--- config.mk ---
export PLATFORM = sky130hd
export DESIGN_NAME = microsecond_ticker_with_alarm_flat
export DESIGN_NICKNAME = d
export VERILOG_FILES = /design/src/rtl/mst_pkg.sv /design/src/rtl/mst_if.sv /design/src/rtl/mst_queue.sv /design/src/rtl/mst_front.sv /design/src/rtl/mst_core.sv /design/src/rtl/mst_div.sv /design/src/rtl/microsecond_ticker_with_alarm.sv /design/src/flat_wrapper.sv
export VERILOG_INCLUDE_DIRS = /design/src /design/src/rtl
export SDC_FILE = /design/constraint.sdc
export NUM_CORES = 2
export LEC_CHECK = 0
export BUFFER_PORTS_ARGS = -buffer_cell sky130_fd_sc_hd__buf_2
export CORE_MARGIN = 3
export CORE_UTILIZATION = 55
export DETAILED_ROUTE_END_ITERATION = 8
export HOLD_SLACK_MARGIN = 0.02
export PLACE_DENSITY = 0.71
export SYNTH_ARGS = -nofsm -noshare
export SYNTH_HDL_FRONTEND = slang
export SYNTH_HIERARCHICAL = 1
export SYNTH_SLANG_ARGS = --single-unit
--- constraint.sdc ---
create_clock -name clk -period 20.3 [get_ports clk]
set_input_delay 1.015 -clock clk [delete_from_list [all_inputs] [get_ports clk]]
set_output_delay 1.015 -clock clk [all_outputs]
set_load 0.01 [all_outputs]
--- src/rtl/assert_macros.svh ---
// Assertion helpers shared by the queue, core and divider RTL files.
// Each expects clk and arst_n in scope; checks are off while reset is low.
`ifndef ASSERT_MACROS_SVH
`define ASSERT_MACROS_SVH

// Expression must hold at every clock edge.
`define MST_ASSERT(lbl, expr, msg) \
	lbl: assert property (@(posedge clk) disable iff (!arst_n) (expr)) else $error(msg);

// Whenever ante holds, cons must hold in the same cycle.
`define MST_ASSERT_IMP(lbl, ante, cons, msg) \
	lbl: assert property (@(posedge clk) disable iff (!arst_n) (ante) |-> (cons)) else $error(msg);

`endif

--- src/rtl/mst_pkg.sv ---
package mst_pkg;

	// Bus clock in MHz, 1 to 255
	localparam int unsigned CLK_MHZ = 66;
	localparam int CLK_W = 8;

	localparam int OP_W      = 2;
	localparam int TS_W      = 32;
	localparam int CNT_W     = 24;
	localparam int OFS_W     = 64;
	localparam int REM_CYC_W = 40;

	localparam logic [CNT_W-1:0] SEG_MAX     = 24'hFFFFFF;
	localparam logic [TS_W-1:0]  LATE_MARGIN = 32'd10;

	// long division by CLK_MHZ, one digit per stage
	localparam int DIG_W      = 8;
	localparam int DIV_STAGES = OFS_W / DIG_W;
	localparam int Q_DIGITS   = TS_W / DIG_W;

	// request queue
	localparam int QDEPTH = 4;
	localparam int QPTR_W = $clog2(QDEPTH);
	localparam int QCNT_W = $clog2(QDEPTH + 1);

	localparam logic [OP_W-1:0] OP_TICK = 2'd0;
	localparam logic [OP_W-1:0] OP_READ = 2'd1;
	localparam logic [OP_W-1:0] OP_SET  = 2'd2;
	localparam logic [OP_W-1:0] OP_OFF  = 2'd3;

	typedef enum logic [1:0] {
		K_TICK,
		K_READ,
		K_SET,
		K_OFF
	} kind_t;

	typedef struct packed {
		kind_t           kind;
		logic [TS_W-1:0] ts;
	} qentry_t;

	typedef struct packed {
		logic    valid;
		qentry_t entry;
	} q_push_t;

	typedef struct packed {
		logic    avail;
		qentry_t entry;
	} q_rd_t;

	typedef struct packed {
		logic             valid;
		kind_t            kind;
		logic             alarm;
		logic [OFS_W-1:0] cycles;
	} div_req_t;

	typedef struct packed {
		logic            valid;
		logic [TS_W-1:0] now;
	} sa_done_t;

	typedef struct packed {
		logic [CNT_W-1:0]     reload;
		logic [REM_CYC_W-1:0] remaining;
	} seg_t;

	// one restoring-division digit: returns {quotient digit, new remainder}
	function automatic logic [DIG_W+CLK_W-1:0] div_digit(input logic [CLK_W-1:0] rem,
		input logic [DIG_W-1:0] dig);
		logic [CLK_W:0]     acc;
		logic [CLK_W-1:0]   r;
		logic [DIG_W-1:0]   q;
		r = rem;
		q = '0;
		for (int b = DIG_W - 1; b >= 0; b--) begin
			acc = {r, dig[b]};
			if (acc >= (CLK_W + 1)'(CLK_MHZ)) begin
				acc  = acc - (CLK_W + 1)'(CLK_MHZ);
				q[b] = 1'b1;
			end
			r = acc[CLK_W-1:0];
		end
		return {q, r};
	endfunction

	// split a cycle distance into a first segment and what is left over
	function automatic seg_t load_seg(input logic [REM_CYC_W-1:0] c);
		seg_t s;
		if (c > REM_CYC_W'(SEG_MAX)) begin
			s.reload    = SEG_MAX;
			s.remaining = c - REM_CYC_W'(SEG_MAX);
		end else begin
			s.reload    = c[CNT_W-1:0];
			s.remaining = '0;
		end
		return s;
	endfunction

endpackage

--- src/rtl/mst_if.sv ---
interface mst_cmd_if;
	logic        valid;
	logic        ready;
	logic [1:0]  op;
	logic [31:0] timestamp;

	modport source(output valid, op, timestamp, input ready);
	modport sink(input valid, op, timestamp, output ready);
endinterface

interface mst_res_if;
	logic        valid;
	logic        ready;
	logic [31:0] now_us;
	logic        alarm;

	modport source(output valid, now_us, alarm, input ready);
	modport sink(input valid, now_us, alarm, output ready);
endinterface

--- src/rtl/mst_queue.sv ---
`include "assert_macros.svh"

module mst_queue import mst_pkg::*; (
	input  logic    clk,
	input  logic    arst_n,
	input  q_push_t wr,
	output logic    full,
	input  logic    pop,
	output q_rd_t   rd
);

	qentry_t             mem_q [QDEPTH];
	logic [QPTR_W-1:0]   wr_q;
	logic [QPTR_W-1:0]   rd_q;
	logic [QCNT_W-1:0]   cnt_q;

	assign full     = (cnt_q == QCNT_W'(QDEPTH));
	assign rd.avail = (cnt_q != '0);
	assign rd.entry = mem_q[rd_q];

	always_ff @(posedge clk or negedge arst_n) begin
		if (!arst_n) begin
			wr_q  <= '0;
			rd_q  <= '0;
			cnt_q <= '0;
		end else begin
			if (wr.valid) begin
				wr_q <= (wr_q == QPTR_W'(QDEPTH - 1)) ? '0 : wr_q + QPTR_W'(1);
			end
			if (pop) begin
				rd_q <= (rd_q == QPTR_W'(QDEPTH - 1)) ? '0 : rd_q + QPTR_W'(1);
			end
			cnt_q <= cnt_q + QCNT_W'(wr.valid) - QCNT_W'(pop);
		end
	end

	always_ff @(posedge clk) begin
		if (wr.valid) begin
			mem_q[wr_q] <= wr.entry;
		end
	end

	`MST_ASSERT_IMP(a_q_no_overflow, wr.valid, !full, "request written into a full queue")
	`MST_ASSERT_IMP(a_q_no_underflow, pop, rd.avail, "request popped from an empty queue")

endmodule

--- src/rtl/mst_front.sv ---
module mst_front import mst_pkg::*; (
	mst_cmd_if.sink  cmd,
	input  logic     full,
	output q_push_t  wr
);

	kind_t kind;

	always_comb begin
		case (cmd.op)
			OP_TICK: kind = K_TICK;
			OP_READ: kind = K_READ;
			OP_SET:  kind = K_SET;
			OP_OFF:  kind = K_OFF;
			default: kind = K_TICK;
		endcase
	end

	assign cmd.ready     = !full;
	assign wr.valid      = cmd.valid && !full;
	assign wr.entry.kind = kind;
	// timestamp matters only to set alarm
	assign wr.entry.ts   = (kind == K_SET) ? cmd.timestamp : '0;

endmodule

--- src/rtl/mst_core.sv ---
`include "assert_macros.svh"

module mst_core import mst_pkg::*; (
	input  logic     clk,
	input  logic     arst_n,
	input  q_rd_t    qrd,
	output logic     pop,
	input  logic     adv,
	output div_req_t dreq,
	input  sa_done_t sad
);

	typedef enum logic [3:0] {
		ST_RUN  = 4'b0001,
		ST_WAIT = 4'b0010,
		ST_MUL  = 4'b0100,
		ST_LOAD = 4'b1000
	} core_st_t;

	core_st_t             st_q;
	logic [CNT_W-1:0]     cnt_q;
	logic [CNT_W-1:0]     reload_q;
	logic [OFS_W-1:0]     ofs_q;
	logic [REM_CYC_W-1:0] remc_q;
	logic                 en_q;
	logic [TS_W-1:0]      ts_q;
	logic [TS_W-1:0]      now_q;
	logic [REM_CYC_W-1:0] diff_q;

	logic [OFS_W-1:0]     cycles;
	logic                 wrap;
	logic                 tick_alarm;
	seg_t                 tick_seg;
	seg_t                 mul_seg;
	logic [TS_W-1:0]      now_adj;
	logic [TS_W-1:0]      span_us;
	logic [REM_CYC_W-1:0] prod;

	// elapsed cycles since reset
	assign cycles     = ofs_q + OFS_W'(reload_q) - OFS_W'(cnt_q);
	assign wrap       = (cnt_q <= CNT_W'(1));
	assign tick_alarm = wrap && (remc_q == '0) && en_q;
	assign tick_seg   = load_seg(remc_q);
	assign mul_seg    = load_seg(diff_q);

	// late alarm: pretend we are a fixed margin before it
	assign now_adj = (now_q >= ts_q) ? ts_q - LATE_MARGIN : now_q;
	assign span_us = ts_q - now_adj;
	assign prod    = REM_CYC_W'(span_us) * REM_CYC_W'(CLK_MHZ);

	assign pop         = (st_q == ST_RUN) && qrd.avail && adv;
	assign dreq.valid  = pop;
	assign dreq.kind   = qrd.entry.kind;
	assign dreq.alarm  = (qrd.entry.kind == K_TICK) && tick_alarm;
	assign dreq.cycles = cycles;

	always_ff @(posedge clk or negedge arst_n) begin
		if (!arst_n) begin
			st_q     <= ST_RUN;
			cnt_q    <= SEG_MAX;
			reload_q <= SEG_MAX;
			ofs_q    <= '0;
			remc_q   <= '0;
			en_q     <= 1'b0;
		end else begin
			case (st_q)
				ST_RUN: begin
					if (pop) begin
						case (qrd.entry.kind)
							K_TICK: begin
								if (!wrap) begin
									cnt_q <= cnt_q - CNT_W'(1);
								end else begin
									ofs_q <= ofs_q + OFS_W'(reload_q);
									if (remc_q != '0) begin
										reload_q <= tick_seg.reload;
										remc_q   <= tick_seg.remaining;
										cnt_q    <= tick_seg.reload;
									end else begin
										cnt_q <= reload_q;
									end
								end
							end
							K_READ: ;
							K_SET: st_q <= ST_WAIT;
							K_OFF: begin
								en_q     <= 1'b0;
								reload_q <= SEG_MAX;
							end
							default: ;
						endcase
					end
				end
				ST_WAIT: begin
					if (sad.valid) begin
						st_q <= ST_MUL;
					end
				end
				ST_MUL: st_q <= ST_LOAD;
				ST_LOAD: begin
					// fold elapsed part of segment into offset, restart counter
					ofs_q    <= cycles;
					reload_q <= mul_seg.reload;
					remc_q   <= mul_seg.remaining;
					cnt_q    <= mul_seg.reload;
					en_q     <= 1'b1;
					st_q     <= ST_RUN;
				end
				default: st_q <= ST_RUN;
			endcase
		end
	end

	always_ff @(posedge clk) begin
		if (pop && (qrd.entry.kind == K_SET)) begin
			ts_q <= qrd.entry.ts;
		end
		if ((st_q == ST_WAIT) && sad.valid) begin
			now_q <= sad.now;
		end
		if (st_q == ST_MUL) begin
			diff_q <= prod;
		end
	end

	`MST_ASSERT_IMP(a_sad_in_wait, sad.valid, st_q == ST_WAIT, "alarm time returned while not waiting")
	`MST_ASSERT(a_cnt_le_reload, cnt_q <= reload_q, "down counter above reload value")

endmodule

--- src/rtl/mst_div.sv ---
`include "assert_macros.svh"

module mst_div import mst_pkg::*; (
	input  logic      clk,
	input  logic      arst_n,
	input  div_req_t  dreq,
	output logic      adv,
	output sa_done_t  sad,
	mst_res_if.source result
);

	typedef struct packed {
		kind_t            kind;
		logic             alarm;
		logic [OFS_W-1:0] cycles;
		logic [CLK_W-1:0] rem;
		logic [TS_W-1:0]  quo;
	} stage_t;

	localparam int LAST = DIV_STAGES - 1;

	logic [DIV_STAGES-1:0] div_vld_s;
	stage_t                div_s [DIV_STAGES];
	stage_t                nxt [DIV_STAGES];
	logic                  out_vld_q;
	logic [TS_W-1:0]       out_now_q;
	logic                  out_alarm_q;

	// stage k takes digit LAST-k, most significant first
	always_comb begin
		logic [DIG_W-1:0]       dig;
		logic [DIG_W+CLK_W-1:0] dres;
		for (int k = 0; k < DIV_STAGES; k++) begin
			dig        = div_s[k].cycles[(LAST - k) * DIG_W +: DIG_W];
			dres       = div_digit(div_s[k].rem, dig);
			nxt[k]     = div_s[k];
			nxt[k].rem = dres[CLK_W-1:0];
			// upper quotient digits fall outside the 32-bit result
			if ((LAST - k) < Q_DIGITS) begin
				nxt[k].quo[((LAST - k) % Q_DIGITS) * DIG_W +: DIG_W] =
					dres[DIG_W+CLK_W-1:CLK_W];
			end
		end
	end

	assign adv = !out_vld_q || result.ready;

	assign sad.valid = adv && div_vld_s[LAST] && (div_s[LAST].kind == K_SET);
	assign sad.now   = nxt[LAST].quo;

	always_ff @(posedge clk or negedge arst_n) begin
		if (!arst_n) begin
			div_vld_s <= '0;
			out_vld_q <= 1'b0;
		end else if (adv) begin
			div_vld_s <= {div_vld_s[DIV_STAGES-2:0], dreq.valid};
			out_vld_q <= div_vld_s[LAST];
		end
	end

	always_ff @(posedge clk) begin
		if (adv) begin
			div_s[0].kind   <= dreq.kind;
			div_s[0].alarm  <= dreq.alarm;
			div_s[0].cycles <= dreq.cycles;
			div_s[0].rem    <= '0;
			div_s[0].quo    <= '0;
			for (int k = 1; k < DIV_STAGES; k++) begin
				div_s[k] <= nxt[k-1];
			end
			out_now_q   <= (nxt[LAST].kind == K_READ) ? nxt[LAST].quo : '0;
			out_alarm_q <= nxt[LAST].alarm;
		end
	end

	assign result.valid  = out_vld_q;
	assign result.now_us = out_now_q;
	assign result.alarm  = out_alarm_q;

	`MST_ASSERT_IMP(a_alarm_no_time, out_vld_q && out_alarm_q, out_now_q == '0, "alarm on a read result")

endmodule

--- src/rtl/microsecond_ticker_with_alarm.sv ---
// Path: a request goes from the queue through the divider stages to the result register.
// Throughput: tick, read and disable go at one request per cycle unless a result waits,
//   set by the 8-stage divide-by-CLK_MHZ pipeline that every request passes through.
// Set alarm holds the state unit through division, multiply and segment load;
//   the 4-entry request queue keeps accepting meanwhile until it is full.
// Reset (arst_n low, asynchronous): counter and reload to full range, offset and
//   remaining cycles cleared, alarm disarmed, queue and pipeline emptied.
module microsecond_ticker_with_alarm import mst_pkg::*; (
	input  logic      clk,
	input  logic      arst_n,
	mst_cmd_if.sink   cmd,
	mst_res_if.source result
);

	// Front: classify each request and park it in a short queue, so that a
	// set alarm in progress does not stop the bus side taking new requests.
	q_push_t  q_wr;
	logic     q_full;
	q_rd_t    q_rd;
	logic     q_pop;

	// Back: the state unit executes requests in order and issues one entry per
	// request into the division pipeline, which also owns the output register.
	logic     div_adv;
	div_req_t div_req;
	sa_done_t sa_done;

	mst_front u_front (
		.cmd  (cmd),
		.full (q_full),
		.wr   (q_wr)
	);

	mst_queue u_queue (
		.clk    (clk),
		.arst_n (arst_n),
		.wr     (q_wr),
		.full   (q_full),
		.pop    (q_pop),
		.rd     (q_rd)
	);

	// Ticks and disables update the counter at once; reads snapshot the cycle
	// count; set alarm waits for its own microsecond value to come back out of
	// the divider before it reloads the counter.
	mst_core u_core (
		.clk    (clk),
		.arst_n (arst_n),
		.qrd    (q_rd),
		.pop    (q_pop),
		.adv    (div_adv),
		.dreq   (div_req),
		.sad    (sa_done)
	);

	// The whole pipeline stalls together while a result waits to be taken.
	mst_div u_div (
		.clk    (clk),
		.arst_n (arst_n),
		.dreq   (div_req),
		.adv    (div_adv),
		.sad    (sa_done),
		.result (result)
	);

endmodule

--- src/flat_wrapper.sv ---
// flat-port wrapper written by rule: the top's interface ports become plain ports
module microsecond_ticker_with_alarm_flat import mst_pkg::*;
  (clk, arst_n, cmd_valid, cmd_op, cmd_timestamp, cmd_ready, result_valid, result_now_us, result_alarm, result_ready);
  mst_cmd_if cmd_i ();
  mst_res_if result_i ();
  input  logic clk;
  input  logic arst_n;
  input wire logic [$bits(cmd_i.valid)-1:0] cmd_valid;
  input wire logic [$bits(cmd_i.op)-1:0] cmd_op;
  input wire logic [$bits(cmd_i.timestamp)-1:0] cmd_timestamp;
  output wire logic [$bits(cmd_i.ready)-1:0] cmd_ready;
  output wire logic [$bits(result_i.valid)-1:0] result_valid;
  output wire logic [$bits(result_i.now_us)-1:0] result_now_us;
  output wire logic [$bits(result_i.alarm)-1:0] result_alarm;
  input wire logic [$bits(result_i.ready)-1:0] result_ready;
  assign cmd_i.valid = cmd_valid;
  assign cmd_i.op = cmd_op;
  assign cmd_i.timestamp = cmd_timestamp;
  assign cmd_ready = cmd_i.ready;
  assign result_valid = result_i.valid;
  assign result_now_us = result_i.now_us;
  assign result_alarm = result_i.alarm;
  assign result_i.ready = result_ready;
  microsecond_ticker_with_alarm u_core (.clk(clk), .arst_n(arst_n), .cmd(cmd_i), .result(result_i));
endmodule
# --- Yosys cells after proc, flatten, opt, wreduce, memory -nomap -nowiden ---
# Memory sizes are Yosys's and may differ from the RTL's.
# Cells that the tools add are included.
classes:
  n_addsub: 74
  multipliers: 1
  order_cmp: 68
  n_eq_ne: 24
  n_mux: 131
  reduce_logical: 25
op_table:
  columns: ["operator", "n"]
  rows:
  - ["greater-or-equal comparator 9 x 7 -> 1 bit (second input constant)", 64]
  - ["2-to-1 mux 8 bit", 63]
  - ["subtractor 8 x 7 -> 8 bit (second input constant)", 63]
  - ["2-to-1 mux 64 bit", 5]
  - ["2-to-1 mux 40 bit", 4]
  - ["2-to-1 mux 24 bit", 6]
  - ["case mux 24 bit (2 select lines)", 3]
  - ["case mux 64 bit (2 select lines)", 1]
  - ["case mux 40 bit (2 select lines)", 1]
  - ["adder 64 x 24 -> 64 bit", 1]
  - ["2-to-1 mux 32 bit", 2]
  - ["subtractor 64 x 24 -> 64 bit", 1]
  - ["greater-than comparator 40 x 24 -> 1 bit (second input constant)", 1]
  - ["zero test 40 bit", 1]
  - ["nonzero test 40 bit", 1]
  - ["subtractor 39 x 24 -> 40 bit (second input constant)", 1]
  - ["subtractor 40 x 24 -> 40 bit (second input constant)", 1]
  - ["greater-than comparator 39 x 24 -> 1 bit (second input constant)", 1]
  - ["multiplier 32 x 6 -> 38 bit (second input constant)", 1]
  - ["2-to-1 mux 1 bit", 38]
  - ["greater-or-equal comparator 32 bit", 1]
  - ["subtractor 32 bit", 1]
  - ["subtractor 32 x 4 -> 32 bit (second input constant)", 1]
  - ["<= comparator 24 x 1 -> 1 bit (second input constant)", 1]
  - ["29 further kinds", 60]
word_totals:
  regBits: 308
  ramBits: 992
  input_bits: 38
  out_inout_bits: 35
  word_cells: 341
  mem_count: 2
memory_table:
  columns: ["name", "words", "width", "read_ports", "rd_clocked_by_memory_dff", "wr", "line", "rtl"]
  rows:
  - ["u_core.u_div.div_s", 8, 107, 8, 0, 8, "mst_div.sv:23", "stage_t div_s [DIV_STAGES];"]
  - ["u_core.u_queue.mem_q", 4, 34, 1, 0, 1, "mst_queue.sv:12", "qentry_t mem_q [QDEPTH];"]

# --- Logic depth before layout (Yosys ltp) ---
# An unclocked memory read counts as a cell.
depth:
  ltp_word: 17
  ltp_mapped: 55
  mapped_depth_nobuf: 48

# --- Hierarchy ---
# Netlist, hierarchy kept.
by_module_without_submodules:
  columns: ["mod", "instances", "cells_each", "area_each_um2", "seq_area_each_um2"]
  rows:
  - ["mst_div", 1, 3154, 31604.1, 13467.9]
  - ["mst_core", 1, 2818, 23092.1, 7053.0]
  - ["mst_queue", 1, 214, 5373.9, 4259.1]
  - ["mst_front", 1, 42, 367.9, 0.0]

# --- Worst setup path after synthesis ---
# No wires, ideal clock.
synth_path:
  path_kind: "input -> register"
  from: "input port result_ready"
  to: "register u_core.u_core.now_q[0], enable pin"
  setup_time_ps: 513
  arrival_ps: 18173
  t_required_ps: 19787
  path_slack_ps: 1614
  path_stages: 4
  n_path_buf: 1
  cell_sequence: "nand2b_1 > clkbuf_1 > and4b_1 > nor4b_1"
synth_lines:
  columns: ["item", "line", "rtl"]
  rows:
  - ["from (decl)", "flat_wrapper.sv:15", "input wire logic [$bits(result_i.ready)-1:0] result_ready;"]
  - ["to (signal assigned)", "mst_core.sv:119", "now_q <= sad.now;"]
  - ["to (decl)", "mst_core.sv:27", "logic [TS_W-1:0] now_q;"]

==> summary.txt <==
Outcome
  • Status: finished clean

Clock network
  • Clock transition at path regs: 0.06 ns
  • Root buffer cell: clkbuf_16
  • Post-CTS setup buffer count: 0
  • CTS tree: yes
  • H-tree levels: 3
  • Clock sink total: 852
  • Post-CTS sizing: 0
  • Worst-Skew Late Latency: 0.71 ns
  • Number of buffers created by CTS: 93
  • Cts hold-fix bufs: 0
  • Clock Path Buffers: 3

Timing
  • Worst-Margin Slew: 1.26 ns
  • RSZ-0062 raised after global routing: no
  • Fin. Hold Viols: 0
  • Clk_skew: 0.0835 ns
  • Crit share post-route: 61.0%
  • Slew Limit Headroom: 15.6%
  • Peak Freq: 0.0807 GHz
  • Period minus WS final: 12.39 ns
  • Final setup vio count: 0
  • Slew Viols, Final: 0
  • Setup_tns: 0 ns

GRT
  • Vias in the first global route: 45.8k
  • Initial antenna violation count: 2
  • First-pass GRT wire length: 253000 um
  • GR Util All Layers: 27.4%
  • GRT Residual Overflow: 0
  • Largest net degree at the start of global routing: 85

Cells and area
  • Most common cell after layout, fill and taps aside: edfxtp_1
  • Nets: 6449
  • Synth-to-Final Area Change: 7.21%
  • Most frequent cells in the layout: edfxtp_1, nor2_1, nand2_1, a21oi_1, o21ai_0
  • Layout cells sized above 1: 10.5%

Worst setup path
  • Critical Path Start Type: register
  • R2R Path Start: u_core/u_div/div_s[1][72]$_DFFE_PN_
  • Slowest CP cell: a311oi_1
  • WS Path Type: reg2reg
  • Worst endpoint required time: 20.78 ns
  • CP arrival: 12.86 ns
  • Crit path top cell by count: ha_1
  • Max FO, Critical Path: 11
  • Crit path from: u_core/u_div/div_s[1][72]$_DFFE_PN_
  • CP endpoint kind: register
  • CP max stage delay: 0.93 ns

Yosys
  • Syn_nets: 6521
  • Avg Synthesized Cell Area: 9.71 sq um
  • Cells after synthesis: 6227
  • Mapped cell area: 60400 sq um
  • Synth warn: 6

Drt
  • ANT nets after route: 0
  • Drt pass-1 iters: 6
  • Drt drc: 0
  • Routed len/inst: 20.9 um
  • Vias per cell: 6.54
  • Vias: 49.9k
  • Total routed wirelength: 159000 um
  • DRT iter0 DRCs: 4933

Run
  • Max-Cap Viols: 0

Place
  • Hpwl dp: 118000 um
  • Gpl congestion: 0.956
  • IO buf count: 72

Hold path
  • Hold Crit Class: in2async

Die
  • Core area: 108000 sq um
  • Die Y: 337 um
  • I/O pins: 73
  • # rows: 120
  • Die width: 337 um
  • Die area: 114000 sq um
  • Initial Util: 55.9%
==> flip-flops by register name, indices dropped and copies added, names as in the netlist, 3 cells and up <==
register and flops:
u_core/u_div/result.now_us 32, u_core/u_core/ofs_q 64, u_core/u_core/diff_q 38, u_core/u_queue/mem_q 136, u_core/u_core/remc_q 40, u_core/u_div/div_vld_s 8
u_core/u_core/reload_q 24, u_core/u_queue/cnt_q 3, u_core/u_core/cnt_q 24, u_core/u_core/now_q 32, u_core/u_core/st_q 4, u_core/u_core/ts_q 32
u_core/u_div/div_s 408
==> critical path: cells and delay by family (launching register included) <==
kind / cells / cell delay (ns)
mux: 3 / 0.87
fa+ha+maj: 7 / 1.91
compound gates: 14 / 4.64
flops: 1 / 0.51
simple gates: 12 / 2.76
buf+inv: 4 / 0.49
xor+xnor: 4 / 0.95
==> metrics by stage <==
step | util (%) | cells | cell area (sq um) | hold WS, ns | setup WS, ns
2_1_floorplan | - | 6227 | 60400 | 0.400 | 1.61
3_3_place_gp | 57.0 | 7463 | 61600 | 0.400 | 8.61
3_5_place_dp | 57.0 | 7463 | 61600 | 0.405 | 8.07
4_1_cts | 59.9 | 7637 | 64800 | 0.368 | 8.04
5_1_grt | 59.9 | 7637 | 64800 | 0.392 | 6.67
6_report | 59.9 | 7639 | 64800 | 0.368 | 7.91
==> layer usage <==
metal / global-route usage [%] / up-vias / part of all wire, %
met5: 0 / - / 0
met4: 7.60 / 0 / 2.7
met2: 42.7 / 1825 / 45
met1: 40.4 / 24200 / 46
met3: 3.27 / 251 / 6.6
li1: - / 23700 / -
==> area by class of cell <==
type | instances | area, sq um
Fill cell | 9110 | 43300
Multi-Input combinational cell | 4813 | 33300
Sequential cell | 852 | 24800
Clock buffer | 115 | 2420
Tap cell | 1403 | 1760
Inverter | 277 | 1040
Clock inverter | 59 | 747
Timing Repair Buffer | 118 | 714
Antenna cell | 2 | 5.00
==> worst paths after layout <==
path                                                        end  slack, ns  cells after the start
setup / recovery           u_core/u_div/div_s[1][141]$_DFFE_PN_       7.91                     44
max in group asynchronous  u_core/u_core/remc_q[31]$_DFFE_PN0P_      18.02                      3
hold reg to reg            u_core/u_div/div_s[1][338]$_DFFE_PN_       0.39                      0
hold / removal              u_core/u_core/ofs_q[34]$_DFFE_PN0P_       0.37                      1
setup reg to reg           u_core/u_div/div_s[1][141]$_DFFE_PN_       7.91                     44
min in group clk           u_core/u_div/div_s[1][338]$_DFFE_PN_       0.39                      0
Power is left out: the tool's default activity adds up to more than one toggle a clock period on the data nets, which glitch-free logic cannot reach.
